<file path="src/i2cras_pkg.sv">
// Shared types and codes for the I2C register access sequencer.
// No dependencies; every other file refers to this package by scoped names.
`timescale 1ns / 1ps
`default_nettype none

package i2cras_pkg;

  // Request and event codes on the input channel
  localparam logic [1:0] OP_READ  = 2'd0;
  localparam logic [1:0] OP_WRITE = 2'd1;
  localparam logic [1:0] OP_EVENT = 2'd2;

  // Bus engine commands
  localparam logic [2:0] CMD_NONE  = 3'd0;
  localparam logic [2:0] CMD_START = 3'd1;
  localparam logic [2:0] CMD_SEND  = 3'd2;
  localparam logic [2:0] CMD_RACK  = 3'd3;
  localparam logic [2:0] CMD_RNACK = 3'd4;
  localparam logic [2:0] CMD_STOP  = 3'd5;

  // Transaction result codes
  localparam logic [2:0] RES_OK          = 3'd0;
  localparam logic [2:0] RES_START_FAIL  = 3'd1;
  localparam logic [2:0] RES_ADDR_BAD    = 3'd2;
  localparam logic [2:0] RES_NACK        = 3'd3;
  localparam logic [2:0] RES_RESTART_FAIL = 3'd4;
  localparam logic [2:0] RES_RADDR_NACK  = 3'd5;
  localparam logic [2:0] RES_WRITE_FAIL  = 3'd6;

  // Engine status codes, low three bits masked off
  localparam logic [7:0] ST_MASK      = 8'hF8;
  localparam logic [7:0] ST_START     = 8'h08;
  localparam logic [7:0] ST_RESTART   = 8'h10;
  localparam logic [7:0] ST_SLAW_ACK  = 8'h18;
  localparam logic [7:0] ST_SLAW_NACK = 8'h20;
  localparam logic [7:0] ST_DATA_ACK  = 8'h28;
  localparam logic [7:0] ST_SLAR_ACK  = 8'h40;

  typedef struct packed {
    logic [1:0] opcode;
    logic [6:0] device_address;
    logic [7:0] reg_address;
    logic [7:0] write_data;
    logic [7:0] byte_count;
    logic [7:0] bus_status;
    logic [7:0] received_byte;
  } in_item_t;

  typedef struct packed {
    logic [2:0] command;
    logic [7:0] tx_byte;
    logic [7:0] rx_data;
    logic       rx_valid;
    logic       rx_last;
    logic       done_res;
    logic [2:0] result_code;
  } out_item_t;

endpackage

`default_nettype wire

</file>
<file path="src/i2cras_if.sv">
// Valid/ready channel interfaces for the sequencer's request and result sides.
// Depends on i2cras_pkg for the payload types.
`timescale 1ns / 1ps
`default_nettype none

interface i2cras_in_if;
  logic                 valid;
  logic                 ready;
  i2cras_pkg::in_item_t data;

  modport source (output valid, output data, input ready);
  modport sink   (input valid, input data, output ready);
endinterface

interface i2cras_out_if;
  logic                  valid;
  logic                  ready;
  i2cras_pkg::out_item_t data;

  modport source (output valid, output data, input ready);
  modport sink   (input valid, input data, output ready);
endinterface

`default_nettype wire

</file>
<file path="src/i2cras_in_stage.sv">
// Input register of the sequencer: holds one accepted request or event.
// Depends on i2cras_pkg and i2cras_in_if.
`timescale 1ns / 1ps
`default_nettype none

module i2cras_in_stage (
  input  wire logic                 clk,
  input  wire logic                 rst_n,
  i2cras_in_if.sink                 in_ch,
  input  wire logic                 take,
  output      logic                 item_vld,
  output      i2cras_pkg::in_item_t item
);

  logic                 vld_r;
  logic                 vld_nxt;
  i2cras_pkg::in_item_t item_r;

  // Free when empty or when the held item moves on this cycle
  assign in_ch.ready = !vld_r || take;

  always_comb begin
    vld_nxt = vld_r;
    if (in_ch.valid && in_ch.ready) begin
      vld_nxt = 1'b1;
    end else if (take) begin
      vld_nxt = 1'b0;
    end
  end

  always_ff @(posedge clk) begin
    if (!rst_n) begin
      vld_r <= 1'b0;
    end else begin
      vld_r <= vld_nxt;
    end
    if (in_ch.valid && in_ch.ready) begin
      item_r <= in_ch.data;
    end
  end

  assign item_vld = vld_r;
  assign item     = item_r;

endmodule

`default_nettype wire

</file>
<file path="src/i2cras_seq.sv">
// Transaction sequencer: phase state machine, saved request fields and the
// result register. Depends on i2cras_pkg and i2cras_out_if.
`timescale 1ns / 1ps
`default_nettype none

module i2cras_seq (
  input  wire logic                 clk,
  input  wire logic                 rst_n,
  input  wire logic                 item_vld,
  input  wire i2cras_pkg::in_item_t item,
  output      logic                 take,
  i2cras_out_if.source              out_ch
);

  typedef enum logic [3:0] {
    PH_IDLE,
    PH_R_START,
    PH_R_SLAW,
    PH_R_REG,
    PH_R_RESTART,
    PH_R_SLAR,
    PH_R_DATA,
    PH_W_START,
    PH_W_SLAW,
    PH_W_REG,
    PH_W_DATA
  } phase_t;

  phase_t                phase_r, phase_nxt;
  logic                  is_write_r, is_write_nxt;
  logic [6:0]            device_r, device_nxt;
  logic [7:0]            register_r, register_nxt;
  logic [7:0]            data_r, data_nxt;
  logic [7:0]            remaining_r, remaining_nxt;
  logic [7:0]            index_r, index_nxt;
  logic                  out_vld_r;
  i2cras_pkg::out_item_t out_r, out_nxt;

  logic [7:0] st;
  logic [7:0] idx_inc;
  logic [7:0] idx_inc2;

  assign take = item_vld && (!out_vld_r || out_ch.ready);

  assign st       = item.bus_status & i2cras_pkg::ST_MASK;
  assign idx_inc  = index_r + 8'd1;
  assign idx_inc2 = index_r + 8'd2;

  always_comb begin
    phase_nxt     = phase_r;
    is_write_nxt  = is_write_r;
    device_nxt    = device_r;
    register_nxt  = register_r;
    data_nxt      = data_r;
    remaining_nxt = remaining_r;
    index_nxt     = index_r;
    out_nxt       = '0;

    if (item.opcode == i2cras_pkg::OP_READ || item.opcode == i2cras_pkg::OP_WRITE) begin
      // requests while a transaction runs are dropped
      if (phase_r == PH_IDLE) begin
        device_nxt      = item.device_address;
        register_nxt    = item.reg_address;
        data_nxt        = item.write_data;
        remaining_nxt   = item.byte_count;
        index_nxt       = 8'd0;
        is_write_nxt    = (item.opcode == i2cras_pkg::OP_WRITE);
        phase_nxt       = (item.opcode == i2cras_pkg::OP_WRITE) ? PH_W_START : PH_R_START;
        out_nxt.command = i2cras_pkg::CMD_START;
      end
    end else if (item.opcode == i2cras_pkg::OP_EVENT) begin
      case (phase_r)
        PH_R_START: begin
          if (st != i2cras_pkg::ST_START) begin
            out_nxt.done_res    = 1'b1;
            out_nxt.result_code = i2cras_pkg::RES_START_FAIL;
            phase_nxt           = PH_IDLE;
          end else begin
            out_nxt.command = i2cras_pkg::CMD_SEND;
            out_nxt.tx_byte = {device_r, 1'b0};
            phase_nxt       = PH_R_SLAW;
          end
        end
        PH_R_SLAW: begin
          if (st != i2cras_pkg::ST_SLAW_ACK) begin
            out_nxt.done_res    = 1'b1;
            out_nxt.result_code = (st == i2cras_pkg::ST_SLAW_NACK) ?
                                  i2cras_pkg::RES_NACK : i2cras_pkg::RES_ADDR_BAD;
            phase_nxt           = PH_IDLE;
          end else begin
            out_nxt.command = i2cras_pkg::CMD_SEND;
            out_nxt.tx_byte = register_r;
            phase_nxt       = PH_R_REG;
          end
        end
        PH_R_REG: begin
          if (st != i2cras_pkg::ST_DATA_ACK) begin
            out_nxt.done_res    = 1'b1;
            out_nxt.result_code = i2cras_pkg::RES_NACK;
            phase_nxt           = PH_IDLE;
          end else begin
            out_nxt.command = i2cras_pkg::CMD_START;
            phase_nxt       = PH_R_RESTART;
          end
        end
        PH_R_RESTART: begin
          if (st != i2cras_pkg::ST_RESTART) begin
            out_nxt.done_res    = 1'b1;
            out_nxt.result_code = i2cras_pkg::RES_RESTART_FAIL;
            phase_nxt           = PH_IDLE;
          end else begin
            out_nxt.command = i2cras_pkg::CMD_SEND;
            out_nxt.tx_byte = {device_r, 1'b1};
            phase_nxt       = PH_R_SLAR;
          end
        end
        PH_R_SLAR: begin
          if (st != i2cras_pkg::ST_SLAR_ACK) begin
            out_nxt.done_res    = 1'b1;
            out_nxt.result_code = i2cras_pkg::RES_RADDR_NACK;
            phase_nxt           = PH_IDLE;
          end else begin
            index_nxt = 8'd0;
            if (remaining_r == 8'd0) begin
              // nothing to read: stop straight away
              out_nxt.command  = i2cras_pkg::CMD_STOP;
              out_nxt.done_res = 1'b1;
              phase_nxt        = PH_IDLE;
            end else begin
              out_nxt.command = (remaining_r == 8'd1) ?
                                i2cras_pkg::CMD_RNACK : i2cras_pkg::CMD_RACK;
              phase_nxt       = PH_R_DATA;
            end
          end
        end
        PH_R_DATA: begin
          // receive completions carry no status check
          out_nxt.rx_data  = item.received_byte;
          out_nxt.rx_valid = 1'b1;
          index_nxt        = idx_inc;
          if (idx_inc == remaining_r) begin
            out_nxt.rx_last  = 1'b1;
            out_nxt.command  = i2cras_pkg::CMD_STOP;
            out_nxt.done_res = 1'b1;
            phase_nxt        = PH_IDLE;
          end else begin
            out_nxt.command = (idx_inc2 == remaining_r) ?
                              i2cras_pkg::CMD_RNACK : i2cras_pkg::CMD_RACK;
          end
        end
        PH_W_START: begin
          if (st != i2cras_pkg::ST_START) begin
            out_nxt.done_res    = 1'b1;
            out_nxt.result_code = i2cras_pkg::RES_WRITE_FAIL;
            phase_nxt           = PH_IDLE;
          end else begin
            out_nxt.command = i2cras_pkg::CMD_SEND;
            out_nxt.tx_byte = {device_r, 1'b0};
            phase_nxt       = PH_W_SLAW;
          end
        end
        PH_W_SLAW: begin
          if (st != i2cras_pkg::ST_SLAW_ACK) begin
            out_nxt.done_res    = 1'b1;
            out_nxt.result_code = i2cras_pkg::RES_WRITE_FAIL;
            phase_nxt           = PH_IDLE;
          end else begin
            out_nxt.command = i2cras_pkg::CMD_SEND;
            out_nxt.tx_byte = register_r;
            phase_nxt       = PH_W_REG;
          end
        end
        PH_W_REG: begin
          if (st != i2cras_pkg::ST_DATA_ACK) begin
            out_nxt.done_res    = 1'b1;
            out_nxt.result_code = i2cras_pkg::RES_WRITE_FAIL;
            phase_nxt           = PH_IDLE;
          end else begin
            out_nxt.command = i2cras_pkg::CMD_SEND;
            out_nxt.tx_byte = data_r;
            phase_nxt       = PH_W_DATA;
          end
        end
        PH_W_DATA: begin
          if (st != i2cras_pkg::ST_DATA_ACK) begin
            out_nxt.done_res    = 1'b1;
            out_nxt.result_code = i2cras_pkg::RES_WRITE_FAIL;
          end else begin
            out_nxt.command  = i2cras_pkg::CMD_STOP;
            out_nxt.rx_data  = data_r;
            out_nxt.done_res = 1'b1;
          end
          phase_nxt = PH_IDLE;
        end
        default: begin
          phase_nxt = PH_IDLE;
        end
      endcase
    end
  end

  always_ff @(posedge clk) begin
    if (!rst_n) begin
      phase_r     <= PH_IDLE;
      is_write_r  <= 1'b0;
      device_r    <= '0;
      register_r  <= '0;
      data_r      <= '0;
      remaining_r <= '0;
      index_r     <= '0;
      out_vld_r   <= 1'b0;
    end else if (take) begin
      phase_r     <= phase_nxt;
      is_write_r  <= is_write_nxt;
      device_r    <= device_nxt;
      register_r  <= register_nxt;
      data_r      <= data_nxt;
      remaining_r <= remaining_nxt;
      index_r     <= index_nxt;
      out_vld_r   <= 1'b1;
    end else if (out_ch.ready) begin
      out_vld_r   <= 1'b0;
    end
    if (take) begin
      out_r <= out_nxt;
    end
  end

  assign out_ch.valid = out_vld_r;
  assign out_ch.data  = out_r;

endmodule

`default_nettype wire

</file>
<file path="src/i2c_register_access_sequencer_core.sv">
// I2C register access sequencer: top level wiring of input stage and sequencer.
// Depends on i2cras_pkg, i2cras_if, i2cras_in_stage and i2cras_seq.
//
// Usage: in_ch carries read/write requests and bus engine completion events
// (status byte plus any received byte). Every transfer on in_ch produces
// exactly one transfer on out_ch: the next engine command (start, send byte,
// receive with ACK/NACK, stop or none), the received byte when there is one,
// and a done flag with result code when the transaction ends. Requests that
// arrive mid-transaction and events while idle give a command of none.
// Each in_ch item is first held in the input register; the phase logic then
// loads the result register, which drives out_ch.valid and out_ch.data.
// Throughput is one item per cycle while out_ch is ready; the phase update is
// combinational logic between the two registers. When out_ch is stalled the
// result register holds and the input register takes one more item, after
// which in_ch.ready drops until out_ch drains. Reset (rst_n low, synchronous)
// empties both registers and returns the sequencer to idle with all saved
// fields cleared.
`timescale 1ns / 1ps
`default_nettype none

module i2c_register_access_sequencer_core (
  input  wire logic    clk,
  input  wire logic    rst_n,
  i2cras_in_if.sink    in_ch,
  i2cras_out_if.source out_ch
);

  logic                 item_vld;
  logic                 take;
  i2cras_pkg::in_item_t item;

  i2cras_in_stage u_in_stage (
    .clk      (clk),
    .rst_n    (rst_n),
    .in_ch    (in_ch),
    .take     (take),
    .item_vld (item_vld),
    .item     (item)
  );

  i2cras_seq u_seq (
    .clk      (clk),
    .rst_n    (rst_n),
    .item_vld (item_vld),
    .item     (item),
    .take     (take),
    .out_ch   (out_ch)
  );

endmodule

`default_nettype wire

</file>
<file path="src/flat_wrapper.sv">
// flat-port wrapper written by rule: the top's interface ports become plain ports
module i2c_register_access_sequencer_core_flat 
  (clk, rst_n, in_ch_valid, in_ch_data, in_ch_ready, out_ch_valid, out_ch_data, out_ch_ready);
  i2cras_in_if in_ch_i ();
  i2cras_out_if out_ch_i ();
  input  wire logic clk;
  input  wire logic rst_n;
  input wire logic [$bits(in_ch_i.valid)-1:0] in_ch_valid;
  input wire logic [$bits(in_ch_i.data)-1:0] in_ch_data;
  output wire logic [$bits(in_ch_i.ready)-1:0] in_ch_ready;
  output wire logic [$bits(out_ch_i.valid)-1:0] out_ch_valid;
  output wire logic [$bits(out_ch_i.data)-1:0] out_ch_data;
  input wire logic [$bits(out_ch_i.ready)-1:0] out_ch_ready;
  assign in_ch_i.valid = in_ch_valid;
  assign in_ch_i.data = in_ch_data;
  assign in_ch_ready = in_ch_i.ready;
  assign out_ch_valid = out_ch_i.valid;
  assign out_ch_data = out_ch_i.data;
  assign out_ch_i.ready = out_ch_ready;
  i2c_register_access_sequencer_core u_core (.clk(clk), .rst_n(rst_n), .in_ch(in_ch_i), .out_ch(out_ch_i));
endmodule
</file>
<file path="config.mk">
export PLATFORM = sky130hd
export DESIGN_NAME = i2c_register_access_sequencer_core_flat
export DESIGN_NICKNAME = d
export VERILOG_FILES = /design/src/i2cras_pkg.sv /design/src/i2cras_if.sv /design/src/i2cras_in_stage.sv /design/src/i2cras_seq.sv /design/src/i2c_register_access_sequencer_core.sv /design/src/flat_wrapper.sv
export SDC_FILE = /design/constraint.sdc
export NUM_CORES = 1
export LEC_CHECK = 0
export BUFFER_PORTS_ARGS = -buffer_cell sky130_fd_sc_hd__buf_4
export CAP_MARGIN = 30
export CORE_UTILIZATION = 36
export CTS_CLUSTER_DIAMETER = 40
export DETAILED_ROUTE_END_ITERATION = 6
export PLACE_DENSITY = 0.56
export SYNTH_ARGS = -nofsm -noshare
export SYNTH_HDL_FRONTEND = slang
export SYNTH_SLANG_ARGS = --single-unit
export TNS_END_PERCENT = 5
</file>
<file path="constraint.sdc">
create_clock -name clk -period 2.8 [get_ports clk]
set_clock_uncertainty 0.2 [all_clocks]
set_input_delay 0.56 -clock clk [delete_from_list [all_inputs] [get_ports clk]]
set_output_delay 0.56 -clock clk [all_outputs]
set_load 0.005 [all_outputs]
</file>
==> results by group <==
Routing
  • DR vias: 3893
  • Routed WL: 11900 um
  • Iteration-0 DRC Markers: 302
  • Via/cell ratio: 5.15
  • Wire per inst: 15.7 um
  • DR pass1 iterations: 5
  • DRT antenna net count: 0
  • DR DRC count: 0

Clock tree
  • Max clock buf depth: 2
  • CTS Hold Buffers Added: 0
  • Cts bufs inserted: 17
  • H-tree level count: 4
  • Clk Latency, worst-skew pair: 410 ps
  • TritonCTS clock tree: yes
  • Clock-pin slew on the worst setup and hold paths: 50 ps
  • Post-CTS sizing: 0
  • Post-CTS Setup Inserts: 0
  • Clock Sink Count: 116
  • Root Driver: clkbuf_16

Power and ir drop
  • Reg power frac: 44.9%
  • Combinational power share: 5.7%
  • Clock Power Share: 49.4%
  • P_sw: 0.895 mW
  • Leak pwr: 2.43 nW
  • Sw frac: 20.8%
  • Peak supply drop: 363 uV
  • Internal Pwr Total: 3.42 mW
  • Pwr Density: 648 nW/um2

Synth
  • Sequential area share after synthesis: 58.2%
  • Synth Area per Inst: 11.0 um2
  • Cells after synthesis: 474
  • Net Count, Synth: 529
  • Flops & latches, synth: 116
  • Area contributors post-synth: edfxtp_1 41%, dfxtp_1 17%, nand2_1 6.6%
  • Main synth FF type: edfxtp_1
  • Post-synth EDFFs: 71
  • Cell type with the largest total area after synthesis: edfxtp_1
  • Netlist cell types: 63
  • Post-synth ARST share: 0%
  • Yosys Warn Count: 0
  • Mapped Area: 5220 um2
  • Synth top area share: 40.9%

Final layout
  • Most common cell after layout, fill and taps aside: buf_4
  • Final core occ: 47.6%
  • Layout cells sized above 1: 24.3%
  • Inserted Diodes: 0
  • Nets: 618
  • Fillers: 1309
  • Synth-to-Final Area Change: 27.6%
  • Most frequent cells in the layout: 95 x buf_4, 92 x nand2_1, 71 x edfxtp_1, 45 x dfxtp_1, 32 x a21boi_1
  • Final instance area: 6660 um2

Setup path
  • CP endpoint kind: flip-flop
  • Crit-path max FO: 9
  • Required time worst endpoint: 2900 ps
  • Critical Path AT: 2540 ps
  • CP Launch Type: flip-flop
  • Setup Crit Path Kind: flip-flop to flip-flop

GRT
  • GR Overflow Total: 0
  • Initial antenna violation count: 0
  • Total Routing Usage GR: 17.6%
  • Largest net degree at the start of global routing: 50
  • First-pass GRT wire length: 19800 um
  • Vias in the first global route: 3905

Timing
  • Worst-margin pin slew: 589 ps
  • Slew HR: 60.4%
  • Unrepaired setup endpoints after global routing: false
  • Post-layout min period: 2440 ps
  • Final hold slack: 123 ps
  • Setup TNS: 0 ps
  • Final setup vio count: 0
  • Final hold vios: 0
  • Fin crit share: 87.0%
  • Slew Viols, Final: 0
  • Fmax: 410 MHz

Placed design
  • RePlAce Congestion: 0.848
  • DP HPWL: 8470 um
  • I/O Buffers: 76
  • Placed cell area: 6060 um2

Die
  • I/O Pins: 80
  • Rows: 43
  • Die area: 15000 um2
  • Core area: 14000 um2
  • Die height: 122 um
  • Starting Density: 37.3%
  • Die width: 122 um

Outcome
  • Status: finished, final reports clean

Job
  • Max_cap viols: 0

Worst hold path
  • Hold Path Class: input port to flip-flop
[area by class of cell]
class	count	area (um2)	share of cell area, %
clock buffer	27	536	8.05
clock inverter	5	62.6	0.940
inverter	3	11.3	0.169
multi-input combinational	329	2060	30.9
sequential	116	3030	45.6
tap	180	225	3.38
timing repair buffer	96	733	11.0
[cell usage after synthesis (3+ instances only)]
cell type	number
edfxtp_1	71
or2_2	3
nand4_1	4
mux2i_1	5
a222oi_1	7
nor2b_1	6
xnor2_1	14
nor3b_1	3
and3_1	5
and2_1	6
nand3b_1	4
nand3_1	11
o211ai_1	6
nor3_1	6
a21oi_1	11
inv_1	3
xor2_1	6
nand2b_1	8
a21boi_1	32
clkbuf_1	12
a31oi_1	6
nor2_1	28
buf_2	11
a22o_1	8
dfxtp_1	45
o21a_1	3
nand2_1	92
o21ai_0	11
[flip-flops by register name (all words and copies together) (netlist names)]
| register | cells |
|---|---|
| u_core.u_seq.remaining_r | 8 |
| u_core.u_seq.device_r | 7 |
| u_core.u_seq.data_r | 8 |
| u_core.u_in_stage.item_vld | 1 |
| u_core.u_seq.out_ch.valid | 1 |
| u_core.u_seq.out_ch.data | 25 |
| u_core.u_seq.phase_r | 4 |
| u_core.u_in_stage.item | 46 |
| u_core.u_seq.register_r | 8 |
| u_core.u_seq.index_r | 8 |
[power groups by stage]
stage	logic (mW)	registers, mW	clock network (mW)
after floorplan	0.131	1.95	0
after global placement	0.245	1.97	0
after detailed placement	0.249	1.97	0
after CTS	0.249	1.94	2.17
after global routing	0.272	1.94	2.24
final	0.245	1.94	2.13
[kinds of logic (layout without fill, tap and decap cells)]
kind of cell	count (synthesis)	in the layout	synth area share, %
simple gates	194	194	19.1
flops	116	116	58.2
compound gates	108	108	15.5
buf+inv	29	131	2.49
xor+xnor	20	20	3.36
mux	5	5	0.960
fa+ha+maj	2	2	0.480
[stage by stage]
step	instances	setup slack, ps	total power, mW
after CTS	756	351	4.36
after global routing	756	182	4.45
after detailed placement	724	375	2.22
final	756	363	4.31
after global placement	724	384	2.21
after floorplan	474	366	2.09
[final timing paths]
path | start | end | slack (ps) | depth (start not counted)
max | u_core.u_in_stage.item[12] | u_core.u_seq.index_r[2] | 360 | 6
min | in_ch_data[37] | u_core.u_in_stage.item[37] | 120 | 1
max reg2reg | u_core.u_in_stage.item[12] | u_core.u_seq.index_r[2] | 360 | 6
min reg2reg | u_core.u_seq.register_r[6] | u_core.u_seq.register_r[6] | 250 | 2
[layer usage]
metal	global-route usage, %	wire length [um]	vias up
li1	-	-	1924
met1	22.7	5520	1861
met2	28.1	5720	95
met3	4.23	472	13
met4	7.24	147	0
met5	0	0	-
[critical path: stages (launching register included)]
cell,delay [ps]
edfxtp_1,470
or4b_4,600
nor3_4,320
o21ai_2,110
a21oi_4,310
o211ai_1,140
and3_1,180
Power figures use the tool's default switching activity.
